## src/crlp_pkg.sv

```systemverilog
package crlp_pkg;

	localparam int unsigned GROUPS = 8;
	localparam int unsigned CAPS_W = 30;

	localparam logic [7:0] CH_NUL    = 8'h00;
	localparam logic [7:0] CH_SPACE  = 8'h20;
	localparam logic [7:0] CH_LPAREN = 8'h28;
	localparam logic [7:0] CH_RPAREN = 8'h29;
	localparam logic [7:0] CH_COMMA  = 8'h2C;
	localparam logic [7:0] CH_DASH   = 8'h2D;
	localparam logic [7:0] CH_DOT    = 8'h2E;
	localparam logic [7:0] CH_0      = 8'h30;
	localparam logic [7:0] CH_9      = 8'h39;
	localparam logic [7:0] CH_UA     = 8'h41;
	localparam logic [7:0] CH_UZ     = 8'h5A;
	localparam logic [7:0] CH_LA     = 8'h61;
	localparam logic [7:0] CH_LZ     = 8'h7A;

	function automatic logic is_digit(input logic [7:0] c);
		return (c >= CH_0) && (c <= CH_9);
	endfunction

	function automatic logic is_alnum(input logic [7:0] c);
		return is_digit(c) || ((c >= CH_UA) && (c <= CH_UZ)) ||
			((c >= CH_LA) && (c <= CH_LZ));
	endfunction

	// Clips a group mask to its field width and moves it to its field offset.
	function automatic logic [CAPS_W-1:0] field_bits(input logic [2:0] g,
		input logic [7:0] m);
		logic [CAPS_W-1:0] r;
		r = '0;
		unique case (g)
			3'd0: r = {28'd0, m[1:0]};
			3'd1: r = {22'd0, m[5:0], 2'd0};
			3'd2: r = {17'd0, m[4:0], 8'd0};
			3'd3: r = {14'd0, m[2:0], 13'd0};
			3'd4: r = {10'd0, m[3:0], 16'd0};
			3'd5: r = {10'd0, m[1:0], 18'd0};
			3'd6: r = {8'd0, m[1:0], 20'd0};
			3'd7: r = {m[7:0], 22'd0};
			default: r = '0;
		endcase
		return r;
	endfunction

	// One more decimal digit, saturating at 255.
	function automatic logic [7:0] sat_digit(input logic [7:0] v, input logic [7:0] c);
		logic [11:0] t;
		t = ({4'd0, v} << 3) + ({4'd0, v} << 1) + {4'd0, 8'(c - CH_0)};
		return (t > 12'd255) ? 8'hFF : t[7:0];
	endfunction

	function automatic logic [7:0] range_bits(input logic [7:0] lo, input logic [7:0] hi);
		logic [7:0] r;
		for (int b = 0; b < 8; b++) begin
			r[b] = (8'(b) >= lo) && (8'(b) <= hi);
		end
		return r;
	endfunction

endpackage

```

## src/capability_range_list_parser.sv

```systemverilog
// A terminating zero word passes through the input register (ch_s1) and then
// sets the registered result, ok and caps_valid.
// Throughput: one text word per cycle unless ch_stall holds it; each word is
// parsed combinationally, in at most three feed_step passes, between the input register and the parser state register.
// A result waiting at the output stalls the input only when the next word is
// also a terminator. Reset (arst_n low) clears the parser state and both valids.
module capability_range_list_parser (
	input  logic                          clk,
	input  logic                          arst_n,
	input  logic [7:0]                    ch,
	input  logic                          ch_valid,
	output logic                          ch_stall,
	output logic [crlp_pkg::CAPS_W-1:0]   packed_caps,
	output logic                          ok,
	output logic                          caps_valid,
	input  logic                          caps_stall
);

	typedef enum logic [3:0] {
		PH_AWAIT,
		PH_GROUP,
		PH_NUM,
		PH_WORD,
		PH_DASH,
		PH_HIGH,
		PH_DOT,
		PH_AFTER_CLOSE,
		PH_IGNORE
	} phase_t;

	typedef struct packed {
		phase_t                        phase;
		logic [3:0]                    gidx;
		logic [7:0]                    mask;
		logic [7:0]                    lo;
		logic [7:0]                    hi;
		logic                          word;
		logic                          paren;
		logic                          list;
		logic [crlp_pkg::CAPS_W-1:0]   acc;
		logic                          failed;
	} pstate_t;

	typedef struct packed {
		pstate_t st;
		logic    again;
	} step_t;

	localparam pstate_t ST_RESET = '{phase: PH_AWAIT, default: '0};
	localparam int unsigned PASSES = 3;

	// Closes an item: ORs its range into the group mask unless it is a word, and returns to the group.
	// The byte is looked at again unless it is a list comma.
	function automatic step_t after_item(input pstate_t s, input logic [7:0] lo,
		input logic [7:0] hi, input logic word, input logic [7:0] c);
		step_t r;
		r.st = s;
		if (!word) begin
			r.st.mask = s.mask | crlp_pkg::range_bits(lo, hi);
		end
		r.st.phase = PH_GROUP;
		r.again = !(s.list && (c == crlp_pkg::CH_COMMA));
		return r;
	endfunction

	function automatic step_t feed_step(input pstate_t s, input logic [7:0] c);
		step_t      r;
		logic [3:0] gnew;
		logic [7:0] close_ch;
		logic [7:0] lo_n;
		r.st = s;
		r.again = 1'b0;
		gnew = s.gidx + 4'd1;
		close_ch = s.paren ? crlp_pkg::CH_RPAREN : crlp_pkg::CH_COMMA;
		lo_n = s.word ? 8'd0 : ((s.lo != 8'hFF) ? s.lo + 8'd1 : s.lo);
		unique case (s.phase)
			PH_AWAIT: begin
				if (c != crlp_pkg::CH_SPACE) begin
					r.st.mask = '0;
					if (c == crlp_pkg::CH_LPAREN) begin
						r.st.paren = 1'b1;
						r.st.list = 1'b1;
						r.st.phase = PH_GROUP;
					end else if (crlp_pkg::is_alnum(c)) begin
						r.st.paren = 1'b0;
						r.st.list = (s.gidx == 4'(crlp_pkg::GROUPS - 1));
						r.st.phase = PH_GROUP;
						r.again = 1'b1;
					end else begin
						r.st.failed = 1'b1;
						r.st.phase = PH_IGNORE;
					end
				end
			end
			PH_GROUP: begin
				if ((c == crlp_pkg::CH_NUL) || (c == close_ch)) begin
					r.st.acc = s.acc | crlp_pkg::field_bits(s.gidx[2:0], s.mask);
					r.st.gidx = gnew;
					if (gnew >= 4'(crlp_pkg::GROUPS)) begin
						r.st.phase = PH_IGNORE;
					end else if (c == crlp_pkg::CH_NUL) begin
						r.st.failed = 1'b1;
						r.st.phase = PH_IGNORE;
					end else if (s.paren) begin
						r.st.phase = PH_AFTER_CLOSE;
					end else begin
						r.st.phase = PH_AWAIT;
					end
				end else if (c == crlp_pkg::CH_SPACE) begin
					r.st.phase = PH_GROUP;
				end else if (!crlp_pkg::is_alnum(c)) begin
					r.st.failed = 1'b1;
					r.st.phase = PH_IGNORE;
				end else if (crlp_pkg::is_digit(c)) begin
					r.st.lo = 8'(c - crlp_pkg::CH_0);
					r.st.word = 1'b0;
					r.st.phase = PH_NUM;
				end else begin
					r.st.lo = '0;
					r.st.word = 1'b1;
					r.st.phase = PH_WORD;
				end
			end
			PH_NUM, PH_WORD: begin
				if ((s.phase == PH_NUM) && crlp_pkg::is_digit(c)) begin
					r.st.lo = crlp_pkg::sat_digit(s.lo, c);
				end else if ((s.phase == PH_WORD) && crlp_pkg::is_alnum(c)) begin
					r.st.phase = PH_WORD;
				end else if (c == crlp_pkg::CH_DASH) begin
					r.st.phase = PH_DASH;
				end else if (c == crlp_pkg::CH_DOT) begin
					r.st.phase = PH_DOT;
				end else begin
					r.st.hi = s.lo;
					r = after_item(r.st, s.lo, s.lo, s.word, c);
				end
			end
			PH_DASH: begin
				if (crlp_pkg::is_digit(c)) begin
					r.st.hi = 8'(c - crlp_pkg::CH_0);
					r.st.phase = PH_HIGH;
				end else begin
					r.st.failed = 1'b1;
					r.st.phase = PH_IGNORE;
				end
			end
			PH_HIGH: begin
				if (crlp_pkg::is_digit(c)) begin
					r.st.hi = crlp_pkg::sat_digit(s.hi, c);
				end else begin
					r = after_item(s, s.lo, s.hi, s.word, c);
				end
			end
			PH_DOT: begin
				if (!crlp_pkg::is_digit(c)) begin
					// A word before the dot counts as zero; a number goes up by one.
					r.st.word = 1'b0;
					r.st.lo = lo_n;
					r.st.hi = lo_n;
					r = after_item(r.st, lo_n, lo_n, 1'b0, c);
				end
			end
			PH_AFTER_CLOSE: begin
				r.st.phase = PH_AWAIT;
				r.again = (c != crlp_pkg::CH_COMMA);
			end
			default: begin
				r.st = s;
			end
		endcase
		return r;
	endfunction

	logic       valid_s1;
	logic [7:0] ch_s1;
	pstate_t    st_q;
	pstate_t    st_n;
	logic       fire;
	logic       ok_n;

	// A byte goes through at most three passes (close, await, item start).
	always_comb begin
		step_t r;
		r.st = st_q;
		r.again = 1'b1;
		for (int i = 0; i < PASSES; i++) begin
			if (r.again) begin
				r = feed_step(r.st, ch_s1);
			end
		end
		st_n = r.st;
	end

	assign ok_n = (st_n.phase == PH_IGNORE) && !st_n.failed;
	assign fire = valid_s1 && ((ch_s1 != crlp_pkg::CH_NUL) || !caps_valid || !caps_stall);
	assign ch_stall = valid_s1 && !fire;

	always_ff @(posedge clk or negedge arst_n) begin
		if (!arst_n) begin
			valid_s1 <= 1'b0;
			ch_s1 <= '0;
			caps_valid <= 1'b0;
			packed_caps <= '0;
			ok <= 1'b0;
			st_q <= ST_RESET;
		end else begin
			if (!ch_stall) begin
				valid_s1 <= ch_valid;
				if (ch_valid) begin
					ch_s1 <= ch;
				end
			end
			if (fire && (ch_s1 == crlp_pkg::CH_NUL)) begin
				caps_valid <= 1'b1;
			end else if (!caps_stall) begin
				caps_valid <= 1'b0;
			end
			if (fire) begin
				if (ch_s1 == crlp_pkg::CH_NUL) begin
					st_q <= ST_RESET;
					packed_caps <= ok_n ? st_n.acc : '0;
					ok <= ok_n;
				end else begin
					st_q <= st_n;
				end
			end
		end
	end

	a_fail_zero: assert property (@(posedge clk) disable iff (!arst_n)
		caps_valid && !ok |-> packed_caps == '0)
		else $error("failed result carries nonzero caps");

	a_result_src: assert property (@(posedge clk) disable iff (!arst_n)
		$rose(caps_valid) |-> $past(valid_s1 && (ch_s1 == crlp_pkg::CH_NUL)))
		else $error("result without a terminator word");

	a_stall_cause: assert property (@(posedge clk) disable iff (!arst_n)
		ch_stall |-> valid_s1 && (ch_s1 == crlp_pkg::CH_NUL) && caps_valid && caps_stall)
		else $error("input stalled without a blocked result");

	a_gidx_range: assert property (@(posedge clk) disable iff (!arst_n)
		st_q.gidx <= 4'(crlp_pkg::GROUPS))
		else $error("group index beyond group count");

	a_done_count: assert property (@(posedge clk) disable iff (!arst_n)
		(st_q.phase == PH_IGNORE) && !st_q.failed |-> st_q.gidx == 4'(crlp_pkg::GROUPS))
		else $error("parse finished before all groups");

endmodule
```

## config.mk

```make
export PLATFORM = sky130hd
export DESIGN_NAME = capability_range_list_parser
export DESIGN_NICKNAME = d
export VERILOG_FILES = /design/src/crlp_pkg.sv /design/src/capability_range_list_parser.sv
export SDC_FILE = /design/constraint.sdc
export NUM_CORES = 1
export LEC_CHECK = 0
export ABC_CLOCK_PERIOD_IN_PS = 6650
export BUFFER_PORTS_ARGS = -buffer_cell sky130_fd_sc_hd__buf_2
export CAP_MARGIN = 20
export CORE_MARGIN = 2
export CORE_UTILIZATION = 35
export DETAILED_ROUTE_END_ITERATION = 10
export PLACE_DENSITY = 0.53
export SYNTH_ARGS = -nofsm -noshare
export SYNTH_HDL_FRONTEND = slang
export SYNTH_SLANG_ARGS = --single-unit
```

## constraint.sdc

```tcl
create_clock -name clk -period 6.65 [get_ports clk]
set_clock_uncertainty 0.05 [all_clocks]
set_input_delay 1.33 -clock clk [delete_from_list [all_inputs] [get_ports clk]]
set_output_delay 1.33 -clock clk [all_outputs]
set_load 0.01 [all_outputs]
```

# Word-level counts from Yosys, hierarchy flattened
# Index checks and enable logic that the tools add are counted.
op_classes:
  addsub: 19
  n_mul: 0
  div: 0
  magnitude_cmp: 135
  n_eq_ne: 60
  n_shift: 0
  muxes: 196
  n_bitwise: 13
  n_reduce_logical: 115
op_table:
  columns: ["op", "count"]
  rows:
  - ["one-hot mux 30 bit (8 select lines)", 3]
  - ["two-way mux 59 bit", 9]
  - ["two-way mux 67 bit", 6]
  - ["two-way mux 30 bit", 12]
  - ["one-hot mux 30 bit (4 select lines)", 3]
  - ["two-way mux 8 bit", 40]
  - ["less-or-equal comparator 3 x 8 -> 1 bit, first input constant", 36]
  - ["one-hot mux 8 bit (4 select lines)", 9]
  - ["greater-or-equal comparator 3 x 8 -> 1 bit, first input constant", 24]
  - ["two-way mux 43 bit", 4]
  - ["less-or-equal comparator 1 x 8 -> 1 bit, first input constant", 18]
  - ["less-or-equal comparator 2 x 8 -> 1 bit, first input constant", 18]
  - ["two-way mux 63 bit", 2]
  - ["greater-or-equal comparator 1 x 8 -> 1 bit, first input constant", 12]
  - ["greater-or-equal comparator 2 x 8 -> 1 bit, first input constant", 12]
  - ["two-way mux 4 bit", 24]
  - ["OR 30 bit", 3]
  - ["logical AND 1 bit", 88]
  - ["one-hot mux 4 bit (7 select lines)", 3]
  - ["adder 11 x 9 -> 12 bit", 6]
  - ["adder 12 x 8 -> 12 bit", 6]
  - ["> comparator 12 x 8 -> 1 bit, second input constant", 6]
  - ["two-way mux 24 bit", 3]
  - ["OR 8 bit", 9]
  - ["40 further kinds", 182]
word_totals:
  regBits: 107
  latch_bits: 0
  ramBits: 0
  mem_bits_ro: 0
  inputBits: 12
  out_inout_bits: 33
  elab_cells: 553
  n_memories: 0

# Logic depth before layout (Yosys ltp)
logic_depth:
  word_depth: 35
  mapped_depth: 23
  depth_no_buf: 20

# Worst setup path after synthesis
# OpenSTA, ideal clock, no wires.
synth_timing:
  kind: "reg-to-reg"
  from: "register ch_s1[4]"
  to: "register packed_caps[11] (netlist bit)"
  setup_ns: 0.096
  arrival_time_ns: 4.658
  t_required_ns: 6.504
  slack_ns: 1.847
  path_stages_with_launch: 22
  n_path_buf: 3
  period_less_slack_ns: 4.803
  cell_sequence: "dfrtp_1 > clkbuf_1 > inv_1 > ha_1 > nor3b_2 > o211ai_1 > a21oi_1 > clkbuf_1 > nor2_1 > a21oi_1 > inv_1 > ha_1 > ha_1 > nand3b_1 > o311ai_0 > o311ai_0 > mux2i_1 > o21ai_0 > a211oi_4 > nor2_1 > clkbuf_1 > o31ai_1"
synth_between:
  elab_chain_len: 29
  word_cells_on_any_way: 243
synth_rtl:
  columns: ["item", "line", "text"]
  rows:
  - ["from (decl)", "capability_range_list_parser.sv:175", "logic [7:0] ch_s1;"]
  - ["from (signal assigned)", "capability_range_list_parser.sv:210", "ch_s1 <= ch;"]
  - ["branches (longest 29 deep; another with adder 12 x 8 -> 12 bit)", null, null]
  - ["to (signal assigned)", "capability_range_list_parser.sv:221", "packed_caps <= ok_n ? st_n.acc : '0;"]
  - ["to (decl)", "capability_range_list_parser.sv:13", "output logic [crlp_pkg::CAPS_W-1:0] packed_caps,"]
# Several ways; the timed one is not identified. The select of a mux whose other input is x is not followed.
# A chain may end at the register's enable or synchronous reset.

# Worst setup path in the final report
layout_timing:
  from: "register ch_s1[4]"
  to: "register packed_caps[14] (netlist bit)"
layout_between:
  elab_chain_len: 29
  word_cells_on_any_way: 243
layout_rtl:
  columns: ["item"]
  rows:
  - ["branches (longest 29 deep; another with adder 12 x 8 -> 12 bit)"]
# Several ways; the timed one is not identified. The select of a mux whose other input is x is not followed.

==> results_dict.tcl <==
set metrics [dict create \
    synth_top_area_cell "dfrtp_1" \
    clk_pin_slew_ns 0.09 \
    worst_slew_pin_slew_ns 1.19 \
    status "finished, final reports clean" \
    fp.dieW_um 165 \
    syn_nets 1226 \
    grt_max_degree 60 \
    reg2reg_to "packed_caps[14]$_DFFE_PN0P_" \
    p_per_area_mw_per_mm2 381 \
    p_leak_nw 4.21 \
    antenna_found_initial 0 \
    cp_num_buf_inv 4 \
    grt_setup_unrepaired "no" \
    cts_max_level 3 \
    vdd_drop_max_v 0.000139 \
    critPathLaunchType "flip-flop" \
    ff2ff_path_depth 20 \
    synth-seq-cells 107 \
    fin_crit_sh_pct 85.3 \
    vias 9289 \
    yosysWarningCount 0 \
    num_io_pins 45 \
    path_cells "inv_1 > ha_1 > nor3b_2 > o211ai_1 > a21oi_1 > buf_4 > nor2_1 > a21oi_1 > inv_1 > ha_1 > ha_1 > nand3b_1 > o311ai_0 > o311ai_0 > mux2i_1 > o21ai_0 > a211oi_4 > nor2_2 > buf_4 > o31ai_1" \
    fmax_mhz 176 \
    yosys-top-cells-area "dfrtp_1 29%, o21ai_0 6.8%, nand2_1 6.4%" \
    critPathMaxFanout 22 \
    cts_resized 0 \
    insertion_delay_ns 0.37 \
    yosysUniqueCellTypes 88 \
    firstDrtPassIters 5 \
    relSlewSlack_pct 20.3 \
    max_cap_violations 0 \
    postCtsSetupRepairBufs 0 \
    grt_pass1_vias 8782 \
    ant_nets 0 \
    cts.hold.buffers_added 0 \
    synth_common_cells "155 x nand2_1, 123 x o21ai_0, 107 x dfrtp_1" \
    final_max_slew_viol_count 0 \
    place_congestion 0.977 \
    diodes 0 \
    setup_tns_ns 0 \
    postLayoutCoreUtil_pct 38.4 \
    crit_path_top_delay_cell "a211oi_4" \
    path_depth 20 \
    post_dp_cell_area_sq_mm 0.00960 \
    core_sq_mm 0.0258 \
    wl_um 33000 \
    crit_family "compound AO/OA/AOI/OAI gates" \
    wire_per_inst_um 22.1 \
    synthFlopType "dfrtp_1" \
    nNetsFinal 1221 \
    worstSetupPathType "reg2reg" \
    rr_startpoint "ch_s1[4]$_DFFE_PN0P_" \
    grt_overflow 0 \
    final_area_sq_mm 0.00992 \
    synth.most_common_cell "nand2_1" \
    cts_inserted_buffers 9 \
    crit_path_frequent_cell "ha_1" \
    ys_seq_area_share_pct 29.4 \
    io_buffers 44 \
    crit_path_start "ch_s1[4]$_DFFE_PN0P_" \
    async_flop_share_pct 100 \
    slowest_delay_ns 0.57 \
    grt_pass1_wl_um 52400 \
    clock_sinks 107 \
    hpwl_um 24000 \
    cp.required_ns 6.87 \
    cts_root_buffer "clkbuf_16" \
    areaGrowthSynthToFinish_pct 8.79 \
    drtIter0Drc 899 \
    reg2reg_slack_ns 0.98 \
    finalHoldViolCount 0 \
    die_area_sq_mm 0.0273 \
    end_kind "flip-flop" \
    hp-class "reg2reg" \
    vias_per_cell 6.21 \
    syn_avg_cell_area_sq_um 7.85 \
    netlist_instances 1161 \
    cp.arrival_ns 5.89 \
    drive_above_1_share_pct 10.2 \
    grt_usage_pct 24.8 \
    cp-endpoint "packed_caps[14]$_DFFE_PN0P_" \
    drc 0 \
    cts_tree "yes" \
    clock_path_buffers 2 \
    rows 59 \
    synth_top_area_share_pct 29.4 \
    synth_edf_count 0 \
    period_minus_slack_ns 5.67 \
    syn-cell-area_sq_mm 0.00911 \
    setup_violations 0 \
    start_util_pct 35.3 \
    dieHeight_um 165 \
]
==> cell families after synthesis <==
kind of cell | count (synthesis) | share of synthesized area (%)
and+or+nand+nor | 399 | 21.5
buffers and inverters | 138 | 5.86
DFF | 107 | 29.4
AOI/OAI and AO/OA | 431 | 31.5
xor gates and xnor gates | 21 | 2.02
adders and majority gates | 53 | 8.26
muxes | 12 | 1.41
==> registers in the layout, indices dropped and copies added (netlist names) <==
signal and flops:
ok 1, caps_valid 1, packed_caps 30, valid_s1 1, st_q 66, ch_s1 8
==> routing by layer <==
metal	vias to the layer above	track usage [%]	wire length, um
met3	49	4.32	2820
met4	0	6.03	557
met1	4495	37.5	15200
met2	468	36.6	14400
li1	4277	-	-
met5	-	0	0
==> report_power, final <==
| part | internal, mW | switching, mW |
|---|---|---|
| Clock | 0.274 | 0.313 |
| Combinational | 0.791 | 1.34 |
| Sequential | 0.753 | 0.307 |
==> area by class of cell <==
cell class                      count  area [sq um]
Clock buffer                        9           225
Clock inverter                      7          91.3
Fill cell                        2769         15900
Inverter                           60           225
Multi-Input combinational cell    916          5920
Sequential cell                   107          2680
Tap cell                          335           419
Timing Repair Buffer               62           358
==> worst min-delay path by stage <==
stage          depth (start not counted)                     endpoint                        start  slack [ns]
2_1_floorplan                          2          st_q[0]$_DFFE_PN0P_          st_q[0]$_DFFE_PN0P_        0.40
3_3_place_gp                           2  packed_caps[11]$_DFFE_PN0P_  packed_caps[11]$_DFFE_PN0P_        0.41
3_5_place_dp                           2   packed_caps[9]$_DFFE_PN0P_   packed_caps[9]$_DFFE_PN0P_        0.41
4_1_cts                                2  packed_caps[11]$_DFFE_PN0P_  packed_caps[11]$_DFFE_PN0P_        0.43
5_1_grt                                2  packed_caps[24]$_DFFE_PN0P_  packed_caps[24]$_DFFE_PN0P_        0.46
6_report                               2  packed_caps[11]$_DFFE_PN0P_  packed_caps[11]$_DFFE_PN0P_        0.43
==> stage by stage <==
stage / setup slack, ns / total power, mW / hold WS, ns / cells
5_1_grt: 0.566 / 4.07 / 0.458 / 1496
2_1_floorplan: 1.85 / 2.48 / 0.397 / 1161
3_3_place_gp: 1.36 / 3.14 / 0.407 / 1480
4_1_cts: 1.03 / 3.74 / 0.431 / 1496
3_5_place_dp: 1.08 / 3.14 / 0.411 / 1480
6_report: 0.979 / 3.77 / 0.426 / 1496
==> layout by cell type (no fill, tap or decap), types with 9 or more instances in the layout <==
| cell | count |
|---|---|
| nand2_1 | 155 |
| a22o_1 | 22 |
| xnor2_1 | 18 |
| buf_2 | 43 |
| o21ai_0 | 122 |
| nor2b_1 | 11 |
| o21a_1 | 9 |
| and3_1 | 15 |
| or3_1 | 10 |
| buf_4 | 19 |
| and2_1 | 9 |
| nand3_1 | 36 |
| o22ai_1 | 9 |
| nor2_1 | 70 |
| dfrtp_1 | 107 |
| clkbuf_16 | 9 |
| a31oi_1 | 21 |
| a21oi_1 | 96 |
| nand2b_1 | 10 |
| nand4_1 | 11 |
| ha_1 | 41 |
| inv_1 | 60 |
| nor3_1 | 26 |
| a21o_1 | 11 |
| o31ai_1 | 29 |
| fa_1 | 12 |
==> worst register-to-register path, cell delays in order (launching register included) <==
cell      delay, ns
dfrtp_1        0.49
inv_1          0.22
ha_1           0.21
nor3b_2        0.49
o211ai_1       0.37
a21oi_1        0.22
buf_4          0.25
nor2_1         0.06
a21oi_1        0.27
inv_1          0.11
ha_1           0.23
ha_1           0.32
nand3b_1       0.10
o311ai_0       0.39
o311ai_0       0.23
mux2i_1        0.20
o21ai_0        0.18
a211oi_4       0.58
nor2_2         0.06
buf_4          0.24
o31ai_1        0.29
No activity file was read; power rests on OpenSTA's default activity.
